<file path="src/sv/ugq_pkg.sv">
// shared types, register indexes and helpers of the uniform grid quantizer
package ugq_pkg;

	// default configuration of the top level
	localparam int DIMS_DEF       = 4;
	localparam int MAX_POINTS_DEF = 256;

	// configuration port widths
	localparam int CFG_IDX_W  = 3;
	localparam int CFG_DATA_W = 64;
	localparam int DIMS_W     = 3;

	// register indexes
	typedef enum logic [CFG_IDX_W-1:0] {
		CFG_DIMS_USED = 3'd0,
		CFG_GRID_DIM0 = 3'd1,
		CFG_GRID_DIM1 = 3'd2,
		CFG_GRID_DIM2 = 3'd3,
		CFG_GRID_DIM3 = 3'd4
	} cfg_reg_t;

	// grid word fields
	localparam int ORIGIN_LSB  = 0;
	localparam int SPACING_LSB = 32;
	localparam int SPACING_W   = 24;
	localparam int CMAX_LSB    = 56;
	localparam int CMAX_W      = 8;

	typedef struct packed {
		logic signed [31:0] coord_a;
		logic signed [31:0] coord_b;
		logic signed [31:0] coord_c;
		logic signed [31:0] coord_d;
	} item_t;

	typedef struct packed {
		logic signed [31:0] snapped_a;
		logic signed [31:0] snapped_b;
		logic signed [31:0] snapped_c;
		logic signed [31:0] snapped_d;
		logic        [31:0] cell_index;
	} result_t;

	// last grid point index, limited to the point budget
	function automatic logic [CMAX_W-1:0] cmax_clamp(input logic [CMAX_W-1:0] field,
		input logic [CMAX_W-1:0] lim);
		return (field > lim) ? lim : field;
	endfunction

endpackage

</file>
<file path="src/sv/ugq_merge.sv">
// merge stage: sums the lane index terms and registers the result
module ugq_merge (
	input  logic               clk,
	input  logic               en,
	input  logic signed [31:0] snap [4],
	input  logic [31:0]        term [4],
	output ugq_pkg::result_t   res
);

	ugq_pkg::result_t res_s6;

	// index wraps modulo 2^32
	always_ff @(posedge clk) begin
		if (en) begin
			res_s6.snapped_a  <= snap[0];
			res_s6.snapped_b  <= snap[1];
			res_s6.snapped_c  <= snap[2];
			res_s6.snapped_d  <= snap[3];
			res_s6.cell_index <= (term[0] + term[1]) + (term[2] + term[3]);
		end
	end

	assign res = res_s6;

endmodule

</file>
<file path="config.mk">
export PLATFORM = sky130hd
export DESIGN_NAME = ugq_merge
export DESIGN_NICKNAME = d
export VERILOG_FILES = /design/src/sv/ugq_pkg.sv /design/src/sv/ugq_merge.sv
export SDC_FILE = /design/constraint.sdc
export NUM_CORES = 1
export LEC_CHECK = 0
export BUFFER_PORTS_ARGS = -buffer_cell sky130_fd_sc_hd__buf_4
export CAP_MARGIN = 20
export CORE_AREA = 4 4 161 163
export CTS_CLUSTER_DIAMETER = 50
export DETAILED_ROUTE_END_ITERATION = 16
export DIE_AREA = 0 0 165 167
export PLACE_DENSITY = 0.63
export SYNTH_ARGS = -nofsm -noshare
export SYNTH_HDL_FRONTEND = slang
export SYNTH_SLANG_ARGS = --single-unit
</file>
<file path="constraint.sdc">
create_clock -name clk -period 4.2 [get_ports clk]
set_input_delay 0.21 -clock clk [delete_from_list [all_inputs] [get_ports clk]]
set_output_delay 0.21 -clock clk [all_outputs]
set_load 0.05 [all_outputs]
</file>
After elaboration in Yosys (flattened, before gate mapping)

Cells that the tools add are included.

Output and inout bits: 160
Input bits: 258
Register bits: 160
Logic and storage cells: 8

$add $sub $neg: 3

Operator list:

| kind         | count |
|---|---|
| adder 32 bit | 3 |

Depth between registers and ports, before layout

Depth in word-level cells: 2
Depth in mapped cells: 13
Mapped depth without buffers: 12

Worst setup path after synthesis

OpenSTA, ideal clock, no wires.

Kind: in2reg
From: input term[1] in the netlist's numbering
To: register res_s6 (netlist bit res[31]), data pin
Buffers on the path: 0
Stages: 11
Arrival time: 3.002 ns
Required time: 3.940 ns
Setup time: 0.260 ns
Setup slack: 0.938 ns
Path through: fa_1 fa_1 ha_1 fa_1 a21o_2 a31oi_2 o211ai_2 a31oi_4 o21ai_2 a311oi_2 xnor2_1

Word-level cells in the longest chain between the ends: 2

RTL lines:

| element                   | RTL line        | source |
|---|---|---|
| start, declared           | ugq_merge.sv:6  | `input logic [31:0] term [4],` |
| adder 32 bit (2 in a row) | ugq_merge.sv:19 | `res_s6.cell_index <= (term[0] + term[1]) + (term[2] + term[3]);` |
| end, declared             | ugq_merge.sv:10 | `ugq_pkg::result_t res_s6;` |

Every way passes these cells.
A chain may end at the register's enable or synchronous reset.

Final worst setup path

Same ends and word-level chain as after synthesis.

==> results.cfg <==
[outcome]
status = finished clean

[synth]
syn_inst = 611
seq_area_frac_synth = 0.579
synth_nets = 962
synth-async-reset-ratio = 0
yosys.area_share.xor_xnor = 0.0349
synth-seq-cells = 160
synthAdderAreaFrac = 0.196
synth_area_per_cell_um2 = 13.6
ys.warnings.count = 0
synth_simple_gate_area_frac = 0.0341
synth-compound-area-share = 0.0723
netlist_area_um2 = 8290
synth.distinct_cells = 51
synth-edff-count = 160
synth_flop_cell = edfxtp_1
synth_top_family_by_area = adder cells
synthMuxAreaShare = 0

[placement]
place.gp.congestion = 0.852
io_buffers = 417
pre_cts_ws_ps = 488
hpwl_um = 21000

[sta]
timing.final.crit_share = 0.782
worstMarginPinSlew_ps = 1000
maxSlewHeadroom = 0.333
setup_violations = 0
timing.final.ws_setup_ps = 916
period_minus_slack_ps = 3280
hold_viol_final = 0
fmax_mhz = 304
slew_violations = 0
setup-tns-final_ps = 0
rsz0062_at_grt = no

[global_route]
met3_usage = 0.0620
grtUsageMet1 = 0.182
antenna_found_initial = 6
grt_max_degree = 108
first_global_vias = 6923
met2_usage = 0.353
grt.busiest_layer = met2
grt_pass1_wl_um = 37800
gr-total-overflow = 0
gr-usage-all-layers = 0.184

[floorplanning]
initial_core_util = 0.341
die_x_um = 165
placement_rows = 57
die_h_um = 167
die-area_um2 = 27600
io_pins = 418
core_um2 = 24300

[routing]
wire_per_inst_um = 17.5
vias_per_cell = 4.37
drc = 0
num_vias = 6626
drtPass1Iterations = 4
drt_wl_total_um = 26600
ant_nets = 0
initialDrtViolationCount = 307

[clock_network]
clock-sinks = 160
cts.repair.resized = 0
htreeDepth = 4
clk_pin_slew_ps = 70
cts_root_buffer = clkbuf_16
numCtsBuffers = 17
cts-hold-fix-buffers = 128
cts_max_path_buffers = 2
cts_tree = yes
postCtsSetupBuffers = 0

[layout]
final_nets = 1521
layout-drive-gt1-share = 0.391
final_util = 0.564
largest_register_ffs = 160
syn_to_final_growth_pct = 65.5

[setup_path]
slowest_stage = fa_1
critical_path.startpoint_type = input port
cp.arrival_ps = 3450
crit_fanout = 3
criticalPathCategory = in -> reg
path_cells = buf_4 > fa_1 > fa_1 > ha_1 > fa_1 > a21o_2 > a31oi_2 > o211ai_2 > a31oi_4 > o21ai_2 > a311oi_2 > xnor2_1
cpPeakStageDelay_ps = 540
required_ps = 4370
critPathCaptureType = flip-flop
critPathMostFrequentCell = fa_1

[hold_path]
hold_class = in -> reg
whs_endpoint = res[0]$_DFFE_PP_
min_from = term[96]
holdPathStages = 2

[power]
pwr-share-seq = 0.323
leakage_nw = 6.41
p_sw_frac = 0.407
power.switching_w = 0.00276
share_comb_of_total_power = 0.447
peakVddDrop_v = 0.000251
intPower_w = 0.00402
power.density_nw_per_um2 = 494
p_clk_frac = 0.230

[run]
maxCapViolations = 0
-- Yosys cell counts (2+ instances only) --
cell / instances / area [um2]
a2111oi_0: 2 / 17.5
a211oi_1: 2 / 15.0
a21o_1: 4 / 30.0
a21oi_1: 31 / 155
a31oi_1: 3 / 18.8
and2_2: 2 / 15.0
and3_1: 2 / 12.5
and4_1: 2 / 17.5
clkbuf_1: 3 / 11.3
edfxtp_1: 160 / 4800
fa_1: 62 / 1240
ha_1: 31 / 388
inv_1: 173 / 649
nand2_1: 18 / 67.6
nand2b_1: 2 / 12.5
nand3_1: 9 / 45.0
nand4_1: 6 / 37.5
nor2_1: 11 / 41.3
nor2b_1: 2 / 12.5
o211a_1: 2 / 20.0
o211ai_1: 4 / 30.0
o21a_1: 3 / 22.5
o21ai_0: 18 / 90.1
xnor2_1: 23 / 201
xor2_1: 10 / 87.6
-- per-layer routing --
metal  up-vias  routed length (um)
met5         -                   0
met4         0                 493
met3        30                2320
met2       260               15000
met1      3181                8780
li1       3155                   -
-- worst max-delay path: cells and delay by family --
family	cells	cell delay [ps]
adders and majority gates	4	1590
buffers and inverters	1	110
xor gates and xnor gates	1	90
AOI/OAI and AO/OA	6	1440
-- worst max-delay path by stage --
stage,startpoint,end,slack (ps),depth (start not counted)
6_report,term[1],res[31]$_DFFE_PP_,920,12
4_1_cts,term[1],res[31]$_DFFE_PP_,930,12
2_1_floorplan,term[1],res[31]$_DFFE_PP_,940,11
3_5_place_dp,term[1],res[31]$_DFFE_PP_,490,12
5_1_grt,term[1],res[17]$_DFFE_PP_,780,12
3_3_place_gp,term[1],res[31]$_DFFE_PP_,530,12
-- layout by cell type (no fill, tap or decap), types with 17 or more instances in the layout --
cell	n
inv_1	173
ha_1	31
o21ai_0	18
clkbuf_16	17
nand2_1	18
dlygate4sd3_1	128
a21oi_1	31
xnor2_1	23
buf_4	416
edfxtp_1	160
fa_1	62
-- power groups by stage --
stage	logic (W)	clock network, W	registers [W]
floorplan	0.00109	0	0.00311
global placement	0.00293	0	0.00221
detailed placement	0.00294	0	0.00222
CTS	0.00306	0.00160	0.00219
global route	0.00327	0.00167	0.00221
finish	0.00303	0.00156	0.00219
-- cells by family after synthesis --
group / after synthesis
buffers and inverters: 179
DFF: 160
adders and majority gates: 93
AOI/OAI and AO/OA: 89
and+or+nand+nor: 57
xor gates and xnor gates: 33
-- through the flow --
step                power [W]  area [um2]  hold slack (ps)  instances
floorplan             0.00420        8290              309        611
global placement      0.00514       11800              388       1347
detailed placement    0.00516       11800              389       1347
CTS                   0.00684       13700             84.2       1507
global route          0.00715       13700             89.1       1514
finish                0.00678       13700              104       1515
-- final cells by class --
class                      count  area (um2)
fill                        2024       10600
sequential                   160        4800
timing repair buffer         546        4440
multi-input combinational    272        2800
inverter                     173         649
clock buffer                  17         425
tap                          324         405
clock inverter                15         183
antenna                        8        20.0
No activity file was read; power rests on OpenSTA's default activity.
