### src/sv/ugq_pkg.sv
// shared types, register indexes and helpers of the uniform grid quantizer
package ugq_pkg;

	// default configuration of the top level
	localparam int DIMS_DEF       = 4;
	localparam int MAX_POINTS_DEF = 256;

	// configuration port widths
	localparam int CFG_IDX_W  = 3;
	localparam int CFG_DATA_W = 64;
	localparam int DIMS_W     = 3;

	// register indexes
	typedef enum logic [CFG_IDX_W-1:0] {
		CFG_DIMS_USED = 3'd0,
		CFG_GRID_DIM0 = 3'd1,
		CFG_GRID_DIM1 = 3'd2,
		CFG_GRID_DIM2 = 3'd3,
		CFG_GRID_DIM3 = 3'd4
	} cfg_reg_t;

	// grid word fields
	localparam int ORIGIN_LSB  = 0;
	localparam int SPACING_LSB = 32;
	localparam int SPACING_W   = 24;
	localparam int CMAX_LSB    = 56;
	localparam int CMAX_W      = 8;

	typedef struct packed {
		logic signed [31:0] coord_a;
		logic signed [31:0] coord_b;
		logic signed [31:0] coord_c;
		logic signed [31:0] coord_d;
	} item_t;

	typedef struct packed {
		logic signed [31:0] snapped_a;
		logic signed [31:0] snapped_b;
		logic signed [31:0] snapped_c;
		logic signed [31:0] snapped_d;
		logic        [31:0] cell_index;
	} result_t;

	// last grid point index, limited to the point budget
	function automatic logic [CMAX_W-1:0] cmax_clamp(input logic [CMAX_W-1:0] field,
		input logic [CMAX_W-1:0] lim);
		return (field > lim) ? lim : field;
	endfunction

endpackage

### src/sv/ugq_lane.sv
// one dimension: restoring divide pipeline, rounding, grid point and index term
module ugq_lane #(
	parameter int MAX_POINTS = ugq_pkg::MAX_POINTS_DEF,
	localparam int KW = $clog2(MAX_POINTS),
	localparam int NL = KW + 4
) (
	input  logic               clk,
	input  logic [NL-1:0]      en,
	input  logic               used,
	input  logic signed [31:0] coord,
	input  logic [63:0]        grid,
	input  logic [31:0]        radix,
	output logic signed [31:0] snap,
	output logic [31:0]        term
);

	localparam logic [ugq_pkg::CMAX_W-1:0] CMAX_LIM = ugq_pkg::CMAX_W'(MAX_POINTS - 1);

	logic signed [31:0]               origin;
	logic [ugq_pkg::SPACING_W-1:0]    spacing;
	logic [ugq_pkg::CMAX_W-1:0]       cmax8;
	logic [KW-1:0]                    cmax_k;

	assign origin  = grid[ugq_pkg::ORIGIN_LSB +: 32];
	assign spacing = grid[ugq_pkg::SPACING_LSB +: ugq_pkg::SPACING_W];
	assign cmax8   = ugq_pkg::cmax_clamp(grid[ugq_pkg::CMAX_LSB +: ugq_pkg::CMAX_W], CMAX_LIM);
	assign cmax_k  = cmax8[KW-1:0];

	// stage 1: offset from the grid origin
	logic signed [32:0] diff_s1;

	always_ff @(posedge clk) begin
		if (en[0]) begin
			diff_s1 <= {coord[31], coord} - {origin[31], origin};
		end
	end

	// stage 2: one quotient bit per cycle unless stalled, most significant first
	logic [31:0]   rem_in  [KW];
	logic [KW-1:0] q_in    [KW];
	logic          ovf_in  [KW];
	logic          pos_in  [KW];
	logic [31:0]   rem_s2  [KW];
	logic [KW-1:0] q_s2    [KW];
	logic          ovf_s2  [KW];
	logic          pos_s2  [KW];

	// quotient too large for the grid, and offset strictly above the origin with a nonzero spacing
	assign rem_in[0] = diff_s1[31:0];
	assign q_in[0]   = '0;
	assign ovf_in[0] = {1'b0, diff_s1[31:0]} >= (33'(spacing) << KW);
	assign pos_in[0] = !diff_s1[32] && (diff_s1 != '0) && (spacing != '0);

	for (genvar i = 0; i < KW; i++) begin : g_div
		localparam int B = KW - 1 - i;
		logic [32:0] sh;
		logic        ge;

		if (i > 0) begin : g_link
			assign rem_in[i] = rem_s2[i-1];
			assign q_in[i]   = q_s2[i-1];
			assign ovf_in[i] = ovf_s2[i-1];
			assign pos_in[i] = pos_s2[i-1];
		end

		assign sh = 33'(spacing) << B;
		assign ge = {1'b0, rem_in[i]} >= sh;

		always_ff @(posedge clk) begin
			if (en[1+i]) begin
				rem_s2[i] <= ge ? 32'({1'b0, rem_in[i]} - sh) : rem_in[i];
				q_s2[i]   <= ge ? (q_in[i] | (KW'(1) << B)) : q_in[i];
				ovf_s2[i] <= ovf_in[i];
				pos_s2[i] <= pos_in[i];
			end
		end
	end

	// stage 3: round half down, clamp to the last grid point, zero if unused or not above the origin
	logic [KW:0]   k_round;
	logic          round_up;
	logic [KW-1:0] k_next;
	logic [KW-1:0] k_s3;

	assign round_up = {rem_s2[KW-1], 1'b0} > 33'(spacing);
	assign k_round  = (KW+1)'(q_s2[KW-1]) + (KW+1)'(round_up);

	always_comb begin
		priority if (!used || !pos_s2[KW-1]) begin
			k_next = '0;
		end else if (ovf_s2[KW-1] || (k_round > (KW+1)'(cmax_k))) begin
			k_next = cmax_k;
		end else begin
			k_next = k_round[KW-1:0];
		end
	end

	always_ff @(posedge clk) begin
		if (en[KW+1]) begin
			k_s3 <= k_next;
		end
	end

	// stage 4: grid offset and index term products
	logic [ugq_pkg::SPACING_W+KW-1:0] prod_s4;
	logic [31:0]                      term_s4;

	always_ff @(posedge clk) begin
		if (en[KW+2]) begin
			prod_s4 <= (ugq_pkg::SPACING_W+KW)'(spacing) * (ugq_pkg::SPACING_W+KW)'(k_s3);
			term_s4 <= radix * 32'(k_s3);
		end
	end

	// stage 5: add the origin and saturate to 32 bits, zero for an unused lane
	logic signed [33:0] point;
	logic signed [31:0] point_sat;
	logic signed [31:0] snap_s5;
	logic [31:0]        term_s5;

	assign point = {{2{origin[31]}}, origin} + 34'(prod_s4);

	always_comb begin
		priority if (point[33] && (point[32:31] != 2'b11)) begin
			point_sat = 32'sh8000_0000;
		end else if (!point[33] && (point[32:31] != 2'b00)) begin
			point_sat = 32'sh7fff_ffff;
		end else begin
			point_sat = point[31:0];
		end
	end

	always_ff @(posedge clk) begin
		if (en[KW+3]) begin
			snap_s5 <= used ? point_sat : '0;
			term_s5 <= term_s4;
		end
	end

	assign snap = snap_s5;
	assign term = term_s5;

endmodule

### config.mk
export PLATFORM = sky130hd
export DESIGN_NAME = ugq_lane
export DESIGN_NICKNAME = d
export VERILOG_FILES = /design/src/sv/ugq_pkg.sv /design/src/sv/ugq_lane.sv
export SDC_FILE = /design/constraint.sdc
export NUM_CORES = 2
export LEC_CHECK = 0
export BUFFER_PORTS_ARGS = -buffer_cell sky130_fd_sc_hd__clkbuf_2
export CORE_MARGIN = 4
export CORE_UTILIZATION = 38
export DETAILED_ROUTE_END_ITERATION = 8
export HOLD_SLACK_MARGIN = 0.05
export SYNTH_ARGS = -nofsm -noshare
export SYNTH_HDL_FRONTEND = slang
export SYNTH_SLANG_ARGS = --single-unit
### constraint.sdc
create_clock -name clk -period 9.6 [get_ports clk]
set_input_delay 1.44 -clock clk [delete_from_list [all_inputs] [get_ports clk]]
set_output_delay 1.44 -clock clk [all_outputs]
set_load 0.1 [all_outputs]
Word-level counts from Yosys, hierarchy flattened
Memory sizes are Yosys's and may differ from the RTL's.
Index checks and enable logic that the tools add are counted.
- bits in registers: 169
- memory bits (writable): 336
- input bits: 142
- output and inout bits: 64
- memories kept: 4
- add/sub/neg operators: 11
- multipliers: 2
- $lt $le $gt $ge: 12
- eq/ne operators: 1
- multiplexer cells: 36
- bitwise gates (word level): 1
- reduce and logical (&&, ||, !) cells: 14
- memory list (name ; depth ; bits a word ; rd ports ; clocked after memory_dff ; wr ports ; RTL line ; source):
    rem_s2 ; 8 ; 32 ; 8 ; 0 ; 8 ; ugq_lane.sv:43 ; logic [31:0] rem_s2 [KW];
    q_s2 ; 8 ; 8 ; 8 ; 0 ; 8 ; ugq_lane.sv:44 ; logic [KW-1:0] q_s2 [KW];
    ovf_s2 ; 8 ; 1 ; 8 ; 0 ; 8 ; ugq_lane.sv:45 ; logic ovf_s2 [KW];
    pos_s2 ; 8 ; 1 ; 8 ; 0 ; 8 ; ugq_lane.sv:46 ; logic pos_s2 [KW];
- operator list (operator ; number):
    2-to-1 mux 32 bit ; 10
    adder 32 x 33 -> 34 bit ; 1
    greater-than comparator 33 x 24 -> 1 bit ; 1
    nonzero test 33 bit ; 1
    subtractor 32 x 32 -> 33 bit ; 1
    greater-or-equal comparator 32 x 24 -> 1 bit ; 1
    greater-or-equal comparator 32 x 25 -> 1 bit ; 1
    greater-or-equal comparator 32 x 26 -> 1 bit ; 1
    greater-or-equal comparator 32 x 27 -> 1 bit ; 1
    greater-or-equal comparator 32 x 28 -> 1 bit ; 1
    greater-or-equal comparator 32 x 29 -> 1 bit ; 1
    greater-or-equal comparator 32 x 30 -> 1 bit ; 1
    greater-or-equal comparator 32 x 31 -> 1 bit ; 1
    greater-or-equal comparator 32 bit ; 1
    multiplier 24 x 8 -> 32 bit ; 1
    multiplier 32 x 8 -> 32 bit ; 1
    subtractor 32 x 24 -> 32 bit ; 1
    subtractor 32 x 25 -> 32 bit ; 1
    subtractor 32 x 26 -> 32 bit ; 1
    subtractor 32 x 27 -> 32 bit ; 1
    subtractor 32 x 28 -> 32 bit ; 1
    subtractor 32 x 29 -> 32 bit ; 1
    subtractor 32 x 30 -> 32 bit ; 1
    subtractor 32 x 31 -> 32 bit ; 1
    19 further kinds ; 44

Logic depth before layout (Yosys ltp)
An unclocked memory read counts as a cell.
- depth in word-level cells: 6
- mapped depth: 26

Worst setup path before layout
Ideal clock, no wire load.
- kind: input to register
- start point: in grid[39]
- end point: reg prod_s4[30] (netlist bit), data pin
- arrival: 6133 ps
- setup slack: 3204 ps
- stages on the path: 20
- cell sequence: clkbuf_1 -> nand2_1 -> fa_1 -> inv_1 -> fa_1 -> inv_1 -> fa_1 -> fa_1 -> inv_1 -> ha_1 -> and3_1 -> and2_1 -> nand4_1 -> a211o_1 -> and4_1 -> o31ai_1 -> a21boi_0 -> o21bai_1 -> a311oi_1 -> xnor2_1
- cells in the longest elaborated chain, start to end: 1
- RTL lines (what ; RTL line ; source):
    start: declaration ; ugq_lane.sv:11 ; input logic [63:0] grid,
    multiplier 24 x 8 -> 32 bit ; ugq_lane.sv:110 ; prod_s4 <= (ugq_pkg::SPACING_W+KW)'(spacing) * (ugq_pkg::SPACING_W+KW)'(k_s3);
    end signal: assignment ; ugq_lane.sv:110 ;
    end: declaration ; ugq_lane.sv:105 ; logic [ugq_pkg::SPACING_W+KW-1:0] prod_s4;
No other way between the ends.
A chain may end at the register's enable or synchronous reset.

Worst setup path in the final report
- start point: reg k_s3[3]
- end point: reg term_s4[31], data pin
- cells in the longest elaborated chain, start to end: 1
- RTL lines (what ; RTL line ; source):
    start: declaration ; ugq_lane.sv:83 ; logic [KW-1:0] k_s3;
    start signal: assignment ; ugq_lane.sv:100 ; k_s3 <= k_next;
    multiplier 32 x 8 -> 32 bit ; ugq_lane.sv:111 ; term_s4 <= radix * 32'(k_s3);
    end signal: assignment ; ugq_lane.sv:111 ;
    end: declaration ; ugq_lane.sv:106 ; logic [31:0] term_s4;
No other way between the ends.

==> metrics.txt <==
Final TNS setup=0 ps; synthesized cell area=0.0437 mm^2; layout cells sized above 1=0.0918; Slew Viols, Final=0; share of the synthesized area in the top cell type=0.328; Worst Path Max Fanout=24; chip height=347 um; cell mode on critical path=fa_1; cell with the most instances after synthesis=edfxtp_1; GR Layer Usage met1=0.225; CTS tree=yes; final setup fails=0; mux contribution to synthesized area=0.0134; post-synth cell types=84; Design Power=13.2 mW; Reg clk slew, reported paths=60 ps; floorplan core area=0.114 mm^2; startpoint types=flip-flop; fin crit share=0.701; worst-margin pin slew=1120 ps; global-route wire length before repair=175 mm; final number of hold-violating endpoints=0; vias per inst=5.22; Port-buffer cells=205; largest net degree at the start of global routing=65; DRT Pass-1 Iters=5; post-synthesis xor/xnor area fraction=0.0605; placed cells=6067; Fmax=149 MHz; Top FF cell, synth=edfxtp_1; fin crit period=6730 ps; drt wl/cell=17.4 um; initial antenna violation count=14; H-tree depth=2; number of CTS-inserted buffers=57; fin nets=5460; Via Count=32.3k; Post-synth ARST share=0; initial DRC count=1797; Arr. time, crit path=7120 ps; mean area per synthesized cell=9.85 um^2; peak supply drop=0.197 mV; clock skew=45.3 ps; Worst path slowest cell=edfxtp_1; count of cells resized by post-cts repair=0; met2 global-route usage=0.319; yosys warns=0; GR peak layer=met2; Fill cells=11.1k; postcts setup bufs=0; register area share after synthesis=0.328; number of flops mapped to enable cells by yosys=477; largest family of logic cells by synthesized area=adder cells; Synth Area in Adders=0.253; Top delay family on crit path=adder cells; Area Overhead vs Synth=10.6%; Slew headroom=0.256; CP endpoint kind=flip-flop; Final HPWL DP=85.6 mm; Clock Tree Buf Depth=3; drt total wl=108 mm; post-synth net total=5281; I/O pin total=206; gr usage total=0.179; root buffer cell=clkbuf_16; number of antenna-violating nets in the routed design=0; Final Non-Filler Cells=6181; worst path bufs/invs=3; Post-Syn Instances=4435; die area=0.120 mm^2; met3 Resource Use GR=0.0232; max incr delay on CP=1040 ps; status=complete, no violations; DR DRC count=0; hold buffer count at CTS=0; P_leak=20.7 nW; Synth Area in Compound Gates=0.146; Crit path required time=9980 ps; Post-Synth Simple-Gate Area=0.151; max cap viols=0; Initial Util=0.383; # clock sinks=477; RSZ-0062 raised after global routing=no; power density cells=273 mW/mm^2; hold_ws=412 ps; Row Count=124; die width=347 um; Final GP Congestion=0.891; Clk Latency, worst-skew pair=670 ps; cell taking the most area after synthesis=edfxtp_1; synth top area cells=edfxtp_1 33%, fa_1 14%, ha_1 12%; vias in the first global route=33.4k; Synth Register Bits=477; grt ovf=0; HP Class=reg -> reg; CP Cell Sequence=buf_4, and2_1, fa_1, inv_1, fa_1, fa_1, inv_1, fa_1, ha_1, o21a_1, o21ai_0, and2b_2, a211oi_2, o31ai_2, o21ai_1, or4_1, a31o_1, a21oi_2, xnor2_1; most frequent cells after synthesis=477 x edfxtp_1, 434 x nand2_1, 428 x inv_1; Setup Crit Path Kind=reg -> reg
==> power by group <==
part | leakage, nW | internal (mW) | switching [mW] | total (mW)
Clock | 0.893 | 1.23 | 0.925 | 2.16
Sequential | 4.65 | 3.41 | 0.368 | 3.78
Combinational | 15.2 | 3.05 | 4.21 | 7.26
==> flip-flops by register name, summed over array words and instances (netlist names) <==
register / count
diff_s1: 33
k_s3: 8
ovf_s2: 8
pos_s2: 8
prod_s4: 32
q_s2: 36
rem_s2: 256
snap: 32
term: 32
term_s4: 32
==> cell families after synthesis <==
| family | count (synthesis) |
|---|---|
| and+or+nand+nor | 1330 |
| AOI/OAI and AO/OA | 1011 |
| adders and majority gates | 704 |
| buffers and inverters | 558 |
| DFF | 477 |
| xor gates and xnor gates | 302 |
| muxes | 53 |
==> layout make-up <==
class                           count  area [um^2]  share of cell area
Inverter                          429         1610              0.0333
Multi-Input combinational cell   3400        27300               0.564
Tap cell                         1512         1890              0.0392
Clock inverter                     45          410             0.00849
Antenna cell                        9         22.5            0.000466
Sequential cell                   477        14300               0.296
Clock buffer                       60         1440              0.0298
Timing Repair Buffer              249         1360              0.0282
==> final timing paths <==
check,start,slack (ps),cells after the start,to
max reg2reg,k_s3[3],2870,19,term_s4[31]
max,k_s3[3],2870,19,term_s4[31]
min reg2reg,term_s4[13],410,0,term[13]
min,term_s4[13],410,0,term[13]
==> cells in the final DEF (no fill, tap or decap), drive strengths merged, types with 17 or more instances in the layout <==
master	n
o31ai	22
nor2b	50
nor3	73
o21ai	224
nand2	434
nand3	54
a211oi	28
and3	34
o211ai	17
o2111ai	22
nand4	43
and2	221
nor4	35
mux2	44
a21boi	20
o21a	55
or3	18
nor2	243
inv	437
buf	46
clkinv	25
fa	298
xnor2	194
edfxtp	477
nand2b	54
or2	17
a31oi	34
o21bai	18
a21o	143
ha	406
a21oi	334
xor2	108
clkbuf	263
==> metrics by stage <==
| step | cell area, um^2 | setup WS [ps] | utilization |
|---|---|---|---|
| floorplan | 43700 | 3200 | - |
| global placement | 46400 | 2550 | 0.407 |
| detailed placement | 46400 | 2540 | 0.407 |
| CTS | 48300 | 2840 | 0.423 |
| global route | 48300 | 2490 | 0.423 |
| finish | 48300 | 2870 | 0.423 |
==> per-layer routing <==
layer,share of wire,vias up
met5,0.00045,-
met4,0.027,6
met3,0.038,167
met2,0.49,579
met1,0.44,15600
li1,-,16000
No activity file was read; power rests on OpenSTA's default activity.
